**src/sv/tea_pkg.sv**
```systemverilog
// Shared types, constants and helpers for the TEA block cipher.
// No dependencies; every other file refers to this package by scoped names.
package tea_pkg;

    localparam int unsigned ROUNDS = 32;
    localparam int unsigned STAGES = 2 * ROUNDS;
    localparam int unsigned WORD_W = 32;

    localparam logic [WORD_W-1:0] DELTA = 32'h9E37_79B9;

    localparam logic [WORD_W-1:0] KEY0_RST = 32'h8720_458F;
    localparam logic [WORD_W-1:0] KEY1_RST = 32'hA8B6_C0DE;
    localparam logic [WORD_W-1:0] KEY2_RST = 32'h3F1E_9A40;
    localparam logic [WORD_W-1:0] KEY3_RST = 32'hA9B7_83FE;

    localparam int unsigned CFG_IDX_W = 2;

    typedef enum logic [CFG_IDX_W-1:0] {
        KEY_WORD_0 = 2'd0,
        KEY_WORD_1 = 2'd1,
        KEY_WORD_2 = 2'd2,
        KEY_WORD_3 = 2'd3
    } cfg_idx_t;

    typedef struct packed {
        logic [WORD_W-1:0] k0;
        logic [WORD_W-1:0] k1;
        logic [WORD_W-1:0] k2;
        logic [WORD_W-1:0] k3;
    } key_t;

    typedef struct packed {
        logic              mode;
        logic [WORD_W-1:0] y;
        logic [WORD_W-1:0] z;
    } item_t;

    // delta * n, mod 2^32
    function automatic logic [WORD_W-1:0] round_sum(input logic [WORD_W-1:0] n);
        logic [2*WORD_W-1:0] prod;
        prod = {{WORD_W{1'b0}}, DELTA} * {{WORD_W{1'b0}}, n};
        return prod[WORD_W-1:0];
    endfunction

endpackage

```
**src/sv/tea_half_round.sv**
```systemverilog
// One registered half-round: updates one block word with the TEA mix function.
// Depends on tea_pkg; stage constants (round sums, parity) come in as ports.
module tea_half_round (
    input  logic                       clk,
    input  logic                       rst_n,
    input  logic                       en,
    input  logic                       odd,
    input  logic [tea_pkg::WORD_W-1:0] sum_enc,
    input  logic [tea_pkg::WORD_W-1:0] sum_dec,
    input  tea_pkg::key_t              key,
    input  logic                       in_vld,
    input  tea_pkg::item_t             in_item,
    output logic                       out_vld,
    output tea_pkg::item_t             out_item
);

    logic                       vld_reg;
    tea_pkg::item_t             item_reg;
    tea_pkg::item_t             item_next;
    logic                       upd_y;
    logic [tea_pkg::WORD_W-1:0] w;
    logic [tea_pkg::WORD_W-1:0] kl;
    logic [tea_pkg::WORD_W-1:0] kr;
    logic [tea_pkg::WORD_W-1:0] sum;
    logic [tea_pkg::WORD_W-1:0] mix;
    logic [tea_pkg::WORD_W-1:0] tgt;
    logic [tea_pkg::WORD_W-1:0] tgt_new;

    // encrypt: y then z; decrypt: z then y
    assign upd_y = (odd == in_item.mode);
    assign w     = upd_y ? in_item.z : in_item.y;
    assign kl    = upd_y ? key.k0 : key.k2;
    assign kr    = upd_y ? key.k1 : key.k3;
    assign sum   = in_item.mode ? sum_dec : sum_enc;
    assign mix   = ((w << 4) + kl) ^ (w + sum) ^ ((w >> 5) + kr);
    assign tgt   = upd_y ? in_item.y : in_item.z;
    assign tgt_new = in_item.mode ? (tgt - mix) : (tgt + mix);

    always_comb
    begin
        item_next = in_item;
        if (upd_y)
        begin
            item_next.y = tgt_new;
        end
        else
        begin
            item_next.z = tgt_new;
        end
    end

    always_ff @(posedge clk or negedge rst_n)
    begin
        if (!rst_n)
        begin
            vld_reg <= 1'b0;
        end
        else if (en)
        begin
            vld_reg <= in_vld;
        end
    end

    always_ff @(posedge clk)
    begin
        if (en)
        begin
            item_reg <= item_next;
        end
    end

    assign out_vld  = vld_reg;
    assign out_item = item_reg;

endmodule

```
**config.mk**
```make
export PLATFORM = sky130hd
export DESIGN_NAME = tea_half_round
export DESIGN_NICKNAME = d
export VERILOG_FILES = /design/src/sv/tea_pkg.sv /design/src/sv/tea_half_round.sv
export SDC_FILE = /design/constraint.sdc
export NUM_CORES = 1
export LEC_CHECK = 0
export BUFFER_PORTS_ARGS = -buffer_cell sky130_fd_sc_hd__buf_2
export CAP_MARGIN = 15
export CORE_MARGIN = 5
export CORE_UTILIZATION = 56
export CTS_BUF_LIST = sky130_fd_sc_hd__clkbuf_8
export CTS_CLUSTER_SIZE = 10
export DETAILED_ROUTE_END_ITERATION = 8
export PLACE_DENSITY = 0.84
export SLEW_MARGIN = 10
export SYNTH_ARGS = -nofsm -noshare
export SYNTH_HDL_FRONTEND = slang
export SYNTH_SLANG_ARGS = --single-unit
```
**constraint.sdc**
```tcl
create_clock -name clk -period 0.9 [get_ports clk]
set_input_delay 0.18 -clock clk [delete_from_list [all_inputs] [get_ports clk]]
set_output_delay 0.18 -clock clk [all_outputs]
set_load 0.02 [all_outputs]
```
==> results of run 1 <==
[synthesized netlist by cell type (all sizes together), types with 10 or more instances]
cell type and count:
mux2i 20, o211ai 14, xor2 57, and3 15, a21o 60, ha 118, xnor2 142, nand2b 13
nor2 71, a211oi 12, clkbuf 54, edfxtp 65, buf 16, nand2 410, a21oi 109, o21a 10
nand4 23, nand3 26, mux2 31, o21bai 12, a31oi 28, nor3 21, xnor3 12, o21ai 114
inv 30
[cell families after synthesis]
| logic type | Yosys count | synth area share [%] |
|---|---|---|
| compound gates | 421 | 22.6 |
| xor+xnor | 214 | 17.6 |
| fa+ha+maj | 124 | 12.9 |
| buf+inv | 100 | 3.35 |
| flops | 66 | 16.4 |
| mux | 52 | 4.74 |
| simple gates | 621 | 22.4 |
[routing by layer]
metal  GRT usage (%)  overflow
met3            63.8         0
met2            87.5         2
met1            72.2         0
met4            68.7         0
met5            31.5         0
[per-stage QoR]
step / hold slack (ns) / worst slack [ns]
after floorplan: -0.116 / -5.52
after global placement: -0.0442 / -5.28
after detailed placement: -0.0415 / -5.79
after CTS: 0.0580 / -5.15
[what timing repair did]
item	CTS
pin swaps	93
gates cloned	2
hold buffers	1
endpoints found under the hold margin	1
setup endpoints to repair	130
resized for setup	196
setup buffers	55
==> impl_results.md, run 1 <==
- Status: stopped before the end
- Stop stage: 5_1_grt
- Tool error: [ERROR GRT-0116] Global routing finished with congestion. Check the congestion regions in the DRC Viewer.
- Vias in the first global route: approximately 22,000
- Starting Density: 57.1%
- Clock H-tree levels: 3
- CTS Buffer Depth: 2
- Syn Inst Count: around 1,600
- Synthesized net count: about 2,000
- Total track usage: between 70% and 80%
- Number of flops mapped to enable cells by yosys: 65
- I/O pin count: ~330
- Port Buffers: between 300 and 400
- CTS buffer count: 9
- Top cell type's share of synthesized area: between 10% and 20%
- Total grt overflow: 2
- Global-route wire length before repair: ~140,000 um
- Final RePlAce weighted congestion: 1.09
- Pin count of the biggest net entering global routing: 60
- Total number of yosys warnings: 0
- Die Height: roughly 160 um
- Post-DP HPWL: 46,500 um
- Register area share after synthesis: approximately 16%
- FF+latch count, synth: 66
- Clock sinks: 66
- Yosys top cell by area: edfxtp_1
- Main synth FF type: edfxtp_1
- Mapped Area: roughly 12,000 um^2
- Synth Area per Inst: about 7.6 um^2
- Cell count after placement: around 2,600
- Root Buffer: clkbuf_8
- Post-synthesis cell type count: between 80 and 90
- Cells taking the most area after synthesis: edfxtp_1 16%, nand2_1 13%, ha_1 12%
- Die width: ~160 um
- Async S/R FF share, synth: under 10%
- # rows: 53
- Placed cell areas: 17,700 um^2
==> run 2: changes to the inputs <==
--- a/config.mk
+++ b/config.mk
@@ -8,11 +8,9 @@
 export BUFFER_PORTS_ARGS = -buffer_cell sky130_fd_sc_hd__buf_2
 export CAP_MARGIN = 15
 export CORE_MARGIN = 5
-export CORE_UTILIZATION = 56
-export CTS_BUF_LIST = sky130_fd_sc_hd__clkbuf_8
-export CTS_CLUSTER_SIZE = 10
+export CORE_UTILIZATION = 40
 export DETAILED_ROUTE_END_ITERATION = 8
-export PLACE_DENSITY = 0.84
+export PLACE_DENSITY_LB_ADDON = 0.15
 export SLEW_MARGIN = 10
 export SYNTH_ARGS = -nofsm -noshare
 export SYNTH_HDL_FRONTEND = slang
==> impl_results.md, run 2 <==
- Final min period: a little under 6 ns
- FF+latch count, synth: 66 (unchanged)
- CP Max Fanout: 5
- Max IR drop VDD: 0.00241 V
- I/O pin count: 328 (unchanged)
- Register area share after synthesis: 16.4% (unchanged)
- Async S/R FF share, synth: 1.52% (unchanged)
- Die Height: 184 um (was 157 um)
- Final setup vio count: between 100 and 150
- Port Buffers: 327 (unchanged)
- Detailed-route DRC error count: 0
- Vias per cell: approximately 5.3
- Top cell type's share of synthesized area: 16.2% (unchanged)
- Synthesized net count: 1,980 (unchanged)
- CTS buffer count: 9 (unchanged)
- Final hold violation count: 0
- Antenna Nets Post-Route: 0
- # rows: 63 (was 53)
- NumNets Final: 2,807
- First-pass iteration count of the detailed router: 7
- Clk_lat worst skew: between 0.3 and 0.4 ns
- Failing checks: setup timing
- Pin count of the biggest net entering global routing: 36
- Synthesis-to-layout area growth: 67.4%
- Die width: 184 um (was 157 um)
- CP max-delay cell: fa_2
- Cells taking the most area after synthesis: edfxtp_1 16%, nand2_1 13%, ha_1 12% (unchanged)
- Share of layout cells above drive strength 1: roughly 48%
- Total power draw: about 82 mW
- Worst-path clk slew: around 0.050 ns
- CP peak stage delay: ~0.36 ns
- Final RePlAce weighted congestion: 0.943 (was 1.09)
- Clock Skews: 0 ns
- Wire per inst: about 18 um
- Req. time, crit path: a little under 1 ns
- CP Launch Type: input port
- Total grt overflow: 0
- CP arrival: around 6 ns
- Actual slew at the worst max-slew pin: 0.476 ns
- Final period utilization: 650%
- Total track usage: between 20% and 30%
- Post-synthesis cell type count: 89 (unchanged)
- Commonest non-fill, non-tap cell in the layout: buf_4
- Hold Path Class: input port to register
- DIE AREA: approximately 34,000 um^2
- CTS tree: yes
- Min setup slack post-route: -4.95 ns
- Initial antenna violation count: 3
- Vias in the first global route: 13,900
- Leak: a little over 10 nW
- Starting Density: 40.6% (was 57.1%)
- Post-Route WL: 50,000 um
- MaxCap Viol Count: 0
- Core region area: slightly below 30,000 um^2
- DRT iter0 DRCs: ~1,200
- Top-count cell post-synth: nand2_1 (unchanged)
- Place WS: -5.56 ns (was -5.79 ns)
- Post-DP HPWL: 40,800 um (was 46,500 um)
- Max reg flops: 65
- Most frequent CP cell: a21o_1
- Clock H-tree levels: 3 (unchanged)
- PwrDens: roughly 4000 nW/um^2
- Mapped Area: 12,100 um^2 (unchanged)
- Worst setup path category: input port to register
- Non-filler cells, final: ~2,800
- Setup TNS: -256.93 ns
- Achievable Freq: 171 MHz
- Slew Limit Fails: 0
- Status: finished, violations left (was stopped before the end)
- RSZ-0062 raised after global routing: true
- Setup crit end kind: register
- Main synth FF type: edfxtp_1 (unchanged)
- Synth Area per Inst: 7.55 um^2 (unchanged)
- Yosys top cell by area: edfxtp_1 (unchanged)
- Most frequent cells in the layout: 507 x buf_4, 373 x nand2_1, 321 x buf_2
- Synth cell count leaders: 409 x nand2_1, 137 x xnor2_1, 118 x ha_1, 108 x o21ai_0, 107 x a21oi_1 (unchanged)
- Root Buffer: clkbuf_16 (was clkbuf_8)
- Slew headroom: 68.0%
- Global-route wire length before repair: 72,800 um
- CTS Buffer Depth: 2 (unchanged)
- Syn Inst Count: 1,598 (unchanged)
- Clock sinks: 66 (unchanged)
- Total number of yosys warnings: 0 (unchanged)
- Number of flops mapped to enable cells by yosys: 65 (unchanged)
- Overall via count from detail_route: approximately 15,000
- Cell count after placement: 2,742 (was 2,618)
-- run 2: metal layers --
metal | part of all wire [%] | GRT usage [%] | wire (um)
met5 | 0 | 0 | 0
met4 | 2.4 | 6.45 | 1200
met3 | 6.4 | 1.72 | 3200
met2 | 44 | 41.3 | 22000
met1 | 47 | 41.1 | 23600
-- run 2: cells by family after synthesis --
group                      Yosys count  share of synthesized area, %
buffers and inverters              100                          3.35
and+or+nand+nor                    621                          22.4
xor gates and xnor gates           214                          17.6
adders and majority gates          124                          12.9
muxes                               52                          4.74
AOI/OAI and AO/OA                  421                          22.6
DFF                                 66                          16.4
-- run 2: final timing paths --
kind | start | end | slack [ns] | depth (start not counted)
worst min register to register | out_vld$_DFFE_PN0P_ | out_vld$_DFFE_PN0P_ | 0.50 | 1
worst max register to register | out_vld$_DFFE_PN0P_ | out_vld$_DFFE_PN0P_ | 0.16 | 1
worst max-delay path | in_item[64] | out_item[31]$_DFFE_PP_ | -4.95 | 35
max in group asynchronous | rst_n | out_vld$_DFFE_PN0P_ | 0.66 | 2
worst min-delay path | in_vld | out_vld$_DFFE_PN0P_ | 0.09 | 2
min in group asynchronous | rst_n | out_vld$_DFFE_PN0P_ | 0.15 | 2
-- run 2: report_power, final --
part,switching [mW],total [mW],internal (mW)
Combinational,35.2,72.2,37.0
Clock,1.15,3.25,2.10
Sequential,0.347,6.31,5.96
Total,36.7,81.7,45.0
-- run 2: worst max-delay path: cells and delay by family --
kind | cells | cell delay [ns]
compound gates | 14 | 2.28
simple gates | 8 | 1.09
xor+xnor | 6 | 0.97
fa+ha+maj | 3 | 0.82
buf+inv | 4 | 0.57
-- run 2: area by class of cell --
type,instances,area [um^2]
Tap cell,390,488
Antenna cell,3,7.51
Clock inverter,4,43.8
Clock buffer,11,233
Fill cell,2453,9510
Timing Repair Buffer,886,6320
Multi-Input combinational cell,1432,11000
Sequential cell,66,1980
Inverter,30,115
-- run 2: repair_timing --
action / CTS / global route
setup endpoints to repair: 130 / 130
hold buffers: 1 / 0
hold endpoints to repair: 1 / 0
pin swaps: 99 / 121
setup buffers: 30 / 37
cloned: 3 / 3
gates resized for setup: 158 / 165
-- run 2: per-stage QoR --
step | hold slack, ns | utilization (%) | cell area [um^2]
6_report | 0.0890 | 68.0 | 20200
5_1_grt | 0.0955 | 68.0 | 20200
4_1_cts | 0.0825 | 64.4 | 19100
3_5_place_dp | -0.0443 | 60.4 | 17900
3_3_place_gp | -0.0452 | 60.4 | 17900
2_1_floorplan | -0.116 | - | 12400
(Power assumes the default switching activity.)
