$ cat config.mk
export PLATFORM = sky130hd
export DESIGN_NAME = tea_key_regs_flat
export DESIGN_NICKNAME = d
export VERILOG_FILES = /design/src/sv/tea_pkg.sv /design/src/sv/tea_cfg_if.sv /design/src/sv/tea_key_regs.sv /design/src/flat_wrapper.sv
export SDC_FILE = /design/constraint.sdc
export NUM_CORES = 1
export LEC_CHECK = 0
export ABC_AREA = 1
export BUFFER_PORTS_ARGS = -buffer_cell sky130_fd_sc_hd__buf_2
export CAP_MARGIN = 15
export CORE_ASPECT_RATIO = 1.4
export CORE_MARGIN = 2
export CORE_UTILIZATION = 32
export CTS_CLUSTER_DIAMETER = 150
export DETAILED_ROUTE_END_ITERATION = 16
export PLACE_DENSITY = 0.59
export SYNTH_ARGS = -nofsm -noshare
export SYNTH_HDL_FRONTEND = slang
export SYNTH_SLANG_ARGS = --single-unit
$ cat constraint.sdc
create_clock -name clk -period 0.9 [get_ports clk]
set_input_delay 0.045 -clock clk [delete_from_list [all_inputs] [get_ports clk]]
set_output_delay 0.045 -clock clk [all_outputs]
set_load 0.01 [all_outputs]
$ cat src/sv/tea_pkg.sv
// Shared types, constants and helpers for the TEA block cipher.
// No dependencies; every other file refers to this package by scoped names.
package tea_pkg;

    localparam int unsigned ROUNDS = 32;
    localparam int unsigned STAGES = 2 * ROUNDS;
    localparam int unsigned WORD_W = 32;

    localparam logic [WORD_W-1:0] DELTA = 32'h9E37_79B9;

    localparam logic [WORD_W-1:0] KEY0_RST = 32'h8720_458F;
    localparam logic [WORD_W-1:0] KEY1_RST = 32'hA8B6_C0DE;
    localparam logic [WORD_W-1:0] KEY2_RST = 32'h3F1E_9A40;
    localparam logic [WORD_W-1:0] KEY3_RST = 32'hA9B7_83FE;

    localparam int unsigned CFG_IDX_W = 2;

    typedef enum logic [CFG_IDX_W-1:0] {
        KEY_WORD_0 = 2'd0,
        KEY_WORD_1 = 2'd1,
        KEY_WORD_2 = 2'd2,
        KEY_WORD_3 = 2'd3
    } cfg_idx_t;

    typedef struct packed {
        logic [WORD_W-1:0] k0;
        logic [WORD_W-1:0] k1;
        logic [WORD_W-1:0] k2;
        logic [WORD_W-1:0] k3;
    } key_t;

    typedef struct packed {
        logic              mode;
        logic [WORD_W-1:0] y;
        logic [WORD_W-1:0] z;
    } item_t;

    // delta * n, mod 2^32
    function automatic logic [WORD_W-1:0] round_sum(input logic [WORD_W-1:0] n);
        logic [2*WORD_W-1:0] prod;
        prod = {{WORD_W{1'b0}}, DELTA} * {{WORD_W{1'b0}}, n};
        return prod[WORD_W-1:0];
    endfunction

endpackage

$ cat src/sv/tea_cfg_if.sv
// Configuration write channel: valid/ready, register index and write data.
// Depends on tea_pkg for index and word widths.
interface tea_cfg_if;
    logic                          valid;
    logic                          ready;
    logic [tea_pkg::CFG_IDX_W-1:0] index;
    logic [tea_pkg::WORD_W-1:0]    data;

    modport source (output valid, output index, output data, input ready);
    modport sink   (input valid, input index, input data, output ready);
endinterface

$ cat src/sv/tea_key_regs.sv
// Key register file: four 32-bit key words written through the config channel.
// Depends on tea_pkg and tea_cfg_if.
module tea_key_regs (
    input  logic           clk,
    input  logic           rst_n,
    tea_cfg_if.sink        cfg,
    output tea_pkg::key_t  key
);

    tea_pkg::key_t key_reg;
    tea_pkg::key_t key_next;

    assign cfg.ready = 1'b1;
    assign key       = key_reg;

    always_comb
    begin
        key_next = key_reg;
        if (cfg.valid)
        begin
            unique case (tea_pkg::cfg_idx_t'(cfg.index))
                tea_pkg::KEY_WORD_0: key_next.k0 = cfg.data;
                tea_pkg::KEY_WORD_1: key_next.k1 = cfg.data;
                tea_pkg::KEY_WORD_2: key_next.k2 = cfg.data;
                tea_pkg::KEY_WORD_3: key_next.k3 = cfg.data;
                default:             key_next    = key_reg;
            endcase
        end
    end

    always_ff @(posedge clk or negedge rst_n)
    begin
        if (!rst_n)
        begin
            key_reg.k0 <= tea_pkg::KEY0_RST;
            key_reg.k1 <= tea_pkg::KEY1_RST;
            key_reg.k2 <= tea_pkg::KEY2_RST;
            key_reg.k3 <= tea_pkg::KEY3_RST;
        end
        else
        begin
            key_reg <= key_next;
        end
    end

endmodule

$ cat src/flat_wrapper.sv
// flat-port wrapper written by rule: the top's interface ports become plain ports
module tea_key_regs_flat 
  (clk, rst_n, key, cfg_valid, cfg_index, cfg_data, cfg_ready);
  tea_cfg_if cfg_i ();
  input  logic clk;
  input  logic rst_n;
  output tea_pkg::key_t key;
  input wire logic [$bits(cfg_i.valid)-1:0] cfg_valid;
  input wire logic [$bits(cfg_i.index)-1:0] cfg_index;
  input wire logic [$bits(cfg_i.data)-1:0] cfg_data;
  output wire logic [$bits(cfg_i.ready)-1:0] cfg_ready;
  assign cfg_i.valid = cfg_valid;
  assign cfg_i.index = cfg_index;
  assign cfg_i.data = cfg_data;
  assign cfg_ready = cfg_i.ready;
  tea_key_regs u_core (.clk(clk), .rst_n(rst_n), .cfg(cfg_i), .key(key));
endmodule
==> impl_metrics.py, run 1 <==
metrics = {
    "global_routing": {
        "grt_max_degree": 64,
        "grt_pass1_wl_mm": 28.4,
        "antenna_found_initial": 0,
        "grt_pass1_vias": 5062,
        "grt-ovfl-total": 0,
        "grt_usage_pct": 20.5,
    },
    "clock_network": {
        "cts_tree": "done",
        "cts_max_level": 4,
        "cts.clk_slew.worst_paths_ns": 0.06,
        "ctsRootBufferMaster": "clkbuf_16",
        "clock-sinks": 128,
        "ctsLongestPathBuffers": 2,
        "cts-buffers-inserted": 17,
        "insertion_delay_ns": 0.40,
    },
    "logic_synthesis": {
        "syn_inst": 571,
        "syn_area_mm2": 0.00528,
        "synth_seq_area_share_pct": 62.2,
        "ys_ff_latch": 128,
        "synth.avg_cell_area_um2": 9.25,
        "syn_nets": 608,
        "yosysUniqueCellTypes": 13,
        "ys_warn_count": 0,
    },
    "worst_setup_path": {
        "crit_required_ns": 0.85,
        "cp_cell_sequence": "buf_6",
        "critPathLaunchType": "flip-flop",
        "slowest_stage": "dfstp_2",
        "cp-end-kind": "output port",
        "path_buf_inv": 1,
        "crit_type": "flip-flop to output port",
        "crit_path_max_incr_delay_ns": 0.55,
        "cpLargestDelayFamily": "flip-flops",
        "cp.arrival_ns": 1.07,
        "crit_path_max_fanout": 2,
    },
    "detailed_routing": {
        "ant_nets": 0,
        "viasPerCell": 5.03,
        "drc": 0,
        "detail_route.wl_per_cell_um": 17.8,
        "drtIter0Drc": 308,
        "totalWireLength_mm": 18.1,
        "first_pass_iters": 4,
        "vias": 5111,
    },
    "job": {
        "drv_cap": 0,
    },
    "placement": {
        "post-dp-hpwl_mm": 11.1,
        "io_buffers": 164,
        "place_area_mm2": 0.00645,
        "dp.cells": 907,
        "gp_congestion": 0.786,
    },
    "sta": {
        "min_period_over_period_pct": 123,
        "fin_skew_ns": 0,
        "drv_slew": 0,
        "tns_ns": -16.71,
        "rsz0062_at_grt": "yes",
        "setup_viol": 128,
        "hold_viol": 0,
        "period_needed_ns": 1.11,
        "worst_slack_ns": -0.211,
        "max_clock_freq_mhz": 900,
    },
    "cells_and_area": {
        "final_area_mm2": 0.00831,
        "largest_reg_flops": 128,
        "final_core_util_pct": 51.4,
        "drive_gt1_share_pct": 39.7,
        "antenna_cells": 0,
        "nets": 842,
        "fillers": 1451,
        "area_growth_pct": 57.3,
        "instances_no_fill": 1017,
    },
    "die": {
        "start_util_pct": 32.6,
        "design.core.area_mm2": 0.0162,
        "rows": 55,
        "io_pins": 166,
        "die_y_um": 156,
        "die_w_um": 113,
        "design.die.area_mm2": 0.0176,
    },
    "power_and_ir_drop": {
        "ir_drop_mv": 0.989,
        "p_leak_nw": 4.26,
        "power-per-cell-area_mw_per_mm2": 2370,
        "p_total_mw": 19.7,
    },
    "run_status": {
        "status": "finished, violations left",
        "violations": "setup timing",
    },
    "worst_hold_path": {
        "worstHoldPathType": "input port to asynchronous set/reset pin",
    },
}
-- metrics by stage --
step / setup WS (ns) / hold slack (ns)
2_1_floorplan: 0.129 / -0.251
3_3_place_gp: 0.00424 / -0.0374
3_5_place_dp: -0.0173 / -0.0362
4_1_cts: -0.236 / 0.0614
5_1_grt: -0.239 / 0.0837
6_report: -0.211 / 0.0795
-- routing by layer --
layer  up-vias  GRT usage [%]  share of wire (%)  routed length (um)
met5         -              0                  0                   0
met1      2501           26.2                 41                7390
met3        32           4.82                6.0                1090
met2       195           33.8                 51                9150
met4         0           8.01                2.6                 472
li1       2383              -                  -                   -
-- cell families (layout without fill, tap and decap cells) --
logic type	count (synthesis)	in the layout	share of synthesized area, %
and+or+nand+nor	389	389	33.1
buffers and inverters	53	300	4.67
DFF	128	128	62.2
other	1	1	0.0710
-- layout by cell type (no fill, tap or decap) --
cell           count
clkinvlp_4         1
dlygate4sd3_1     36
clkbuf_16         17
buf_4             56
bufinv_16          5
inv_1              2
buf_6             86
nand4_1           96
buf_12            12
nand2_1          257
conb_1             1
clkbuf_8           2
clkbuf_1           2
nand3_1           35
clkinv_2           4
clkinv_4           1
dfrtp_1           64
dfstp_2           64
buf_2             76
nor2_2             1
-- worst paths after layout --
path | start | to | slack, ns | cells past startpoint
worst min-delay path | rst_n | u_core.key[83] | 0.08 | 2
min in group clk | cfg_index[1] | u_core.key[44] | 0.12 | 4
worst max register to register | u_core.key[107] | u_core.key[107] | 0.05 | 4
worst max-delay path | u_core.key[61] | key[61] | -0.21 | 1
max in group asynchronous | rst_n | u_core.key[21] | 0.26 | 3
worst min register to register | u_core.key[37] | u_core.key[37] | 0.47 | 2
-- repair_timing --
action                     in CTS  in global routing
hold buffers                   36                  0
setup endpoints to repair     128                128
buffers inserted               23                 19
pin swaps                       0                  0
gates resized for setup        98                  5
hold endpoints to repair      200                  0
cloned                          0                  0
-- power breakdown --
group | internal [mW] | leakage [nW] | switching [mW]
registers | 7.03 | 1.47 | 0.657
clock network | 5.05 | 0.317 | 2.50
logic | 2.36 | 2.48 | 2.13
-- cell usage after synthesis (all sizes together) --
| master | instances | area [um^2] |
|---|---|---|
| nand2 | 257 | 965 |
| nand4 | 96 | 601 |
| dfrtp | 64 | 1600 |
| dfstp | 64 | 1680 |
| buf | 37 | 185 |
| nand3 | 35 | 175 |
| clkbuf | 14 | 53.8 |
| inv | 2 | 7.51 |
| conb | 1 | 3.75 |
| nor2 | 1 | 6.26 |
-- cell type report --
| type | count | area [um^2] | share of cell area, % |
|---|---|---|---|
| flip-flops and latches | 128 | 3280 | 39.5 |
| repair buffers | 266 | 2370 | 28.5 |
| multi-input cells | 390 | 1750 | 21.1 |
| well taps | 199 | 249 | 3.00 |
| clock buffers | 21 | 460 | 5.54 |
| inverters | 2 | 7.51 | 0.0904 |
| clock inverters | 11 | 186 | 2.24 |
Power figures use the tool's default switching activity.
==> inputs of run 2 (changes only) <==
- REMOVE_ABC_BUFFERS: default -> 1
==> impl_metrics.py, run 2 (synthesized netlist as in run 1, its figures left out) <==
metrics = {
    "global_routing": {
        "grt_pass1_wl_mm": 27.2,
        "antenna_found_initial": 0,
        "grt-ovfl-total": 0,
        "grt_usage_pct": 19.8,
        "grt_pass1_vias": 4983,
        "grt_max_degree": 56,
    },
    "detailed_routing": {
        "drc": 0,
        "ant_nets": 0,
        "detail_route.wl_per_cell_um": 16.7,
        "first_pass_iters": 4,
        "vias": 4981,
        "drtIter0Drc": 289,
        "totalWireLength_mm": 17.0,
        "viasPerCell": 4.89,
    },
    "clock_network": {
        "cts-buffers-inserted": 17,
        "insertion_delay_ns": 0.41,
        "cts_max_level": 4,
        "ctsLongestPathBuffers": 2,
        "cts.clk_slew.worst_paths_ns": 0.05,
        "clock-sinks": 128,
        "ctsRootBufferMaster": "clkbuf_16",
        "cts_tree": "done",
    },
    "cells_and_area": {
        "area_growth_pct": 56.5,
        "final_area_mm2": 0.00826,
        "largest_reg_flops": 128,
        "nets": 843,
        "register_area_mm2": 0.00328,
        "antenna_cells": 0,
        "instances_no_fill": 1018,
        "final_cell_mix": "nand2_1 (256), nand4_1 (96), buf_2 (81), buf_6 (81)",
        "final_core_util_pct": 51.1,
        "drive_gt1_share_pct": 40.7,
        "final_common_cell": "nand2_1",
        "fillers": 1466,
        "multiInputGateArea_mm2": 0.00177,
    },
    "worst_setup_path": {
        "crit_required_ns": 0.85,
        "crit_type": "flip-flop to output port",
        "cp-end-kind": "output port",
        "cp.arrival_ns": 1.08,
        "crit_path_max_fanout": 2,
        "crit_path_max_incr_delay_ns": 0.56,
        "critPathLaunchType": "flip-flop",
        "cp_cell_sequence": "buf_6",
        "slowest_stage": "dfstp_2",
        "path_buf_inv": 1,
        "cpLargestDelayFamily": "flip-flops",
    },
    "placement": {
        "place_area_mm2": 0.00650,
        "dp_slack_ns": -0.00847,
        "io_buffers": 164,
        "post-dp-hpwl_mm": 11.1,
        "dp.cells": 913,
        "gp_congestion": 0.757,
    },
    "die": {
        "design.core.area_mm2": 0.0162,
        "rows": 55,
        "die_y_um": 156,
        "start_util_pct": 32.6,
        "die_w_um": 113,
        "io_pins": 166,
        "design.die.area_mm2": 0.0176,
    },
    "worst_hold_path": {
        "worstHoldPathType": "input port to flip-flop",
    },
    "power_and_ir_drop": {
        "ir_drop_mv": 1.07,
        "power-per-cell-area_mw_per_mm2": 2340,
        "p_leak_nw": 4.25,
        "p_total_mw": 19.3,
    },
    "sta": {
        "drv_slew": 0,
        "hold_viol": 0,
        "min_period_over_period_pct": 125,
        "worst_slack_ns": -0.223,
        "max_clock_freq_mhz": 891,
        "period_needed_ns": 1.12,
        "whs_ns": 0.0229,
        "fin_skew_ns": 0,
        "rsz0062_at_grt": "yes",
        "setup_viol": 128,
        "tns_ns": -17.27,
    },
    "run_status": {
        "status": "finished, violations left",
        "violations": "setup timing",
    },
    "job": {
        "drv_cap": 0,
    },
}
## run 2: changes by cell type in the layout (fill, tap and decap cells not counted), moves of 2 or more
| cell | previous run | this run |
|---|---|---|
| clkinvlp_4 | 1 | 3 |
| buf_6 | 86 | 81 |
| buf_2 | 76 | 81 |
| dlygate4sd3_1 | 36 | 33 |
| nand3_2 | 0 | 3 |
| buf_4 | 56 | 61 |
| nand3_1 | 35 | 32 |
## run 2: worst paths after layout
| kind | startpoint | to | slack [ns] | depth (start not counted) |
|---|---|---|---|---|
| worst max-delay path | u_core.key[81] | key[81] | -0.22 | 1 |
| worst min-delay path | cfg_index[0] | u_core.key[113] | 0.02 | 4 |
| worst max register to register | u_core.key[113] | u_core.key[113] | 0.04 | 4 |
| worst min register to register | u_core.key[41] | u_core.key[41] | 0.47 | 2 |
| max in group asynchronous | rst_n | u_core.key[68] | 0.28 | 3 |
| min in group asynchronous | rst_n | u_core.key[39] | 0.04 | 2 |
## run 2: timing repair
item                                    in CTS  in global routing
hold endpoints to repair                   201                  0
endpoints found under the setup margin     128                128
pin swaps                                    0                  0
setup buffers                               22                 18
gates resized for setup                     95                  5
hold buffers                                33                  0
## run 2: final cells by class
cell class                      count  area share (%)
Clock inverter                     11            1.97
Clock buffer                       21            5.57
Sequential cell                   128            39.7
Multi-Input combinational cell    390            21.5
Timing Repair Buffer              267            28.2
Tap cell                          199            3.01
Inverter                            2          0.0909
## run 2: power breakdown
| part | internal [mW] | leakage (nW) | total (mW) | switching (mW) |
|---|---|---|---|---|
| Clock | 4.76 | 0.299 | 7.27 | 2.51 |
| Combinational | 2.31 | 2.48 | 4.40 | 2.09 |
| Sequential | 7.03 | 1.47 | 7.66 | 0.631 |
| Total | 14.1 | 4.25 | 19.3 | 5.24 |
## run 2: metal layers
| metal | global-route usage [%] | part of all wire [%] |
|---|---|---|
| met1 | 24.1 | 40 |
| met5 | 0 | 0 |
| met2 | 34.2 | 53 |
| met4 | 9.23 | 3.6 |
| met3 | 3.19 | 3.4 |
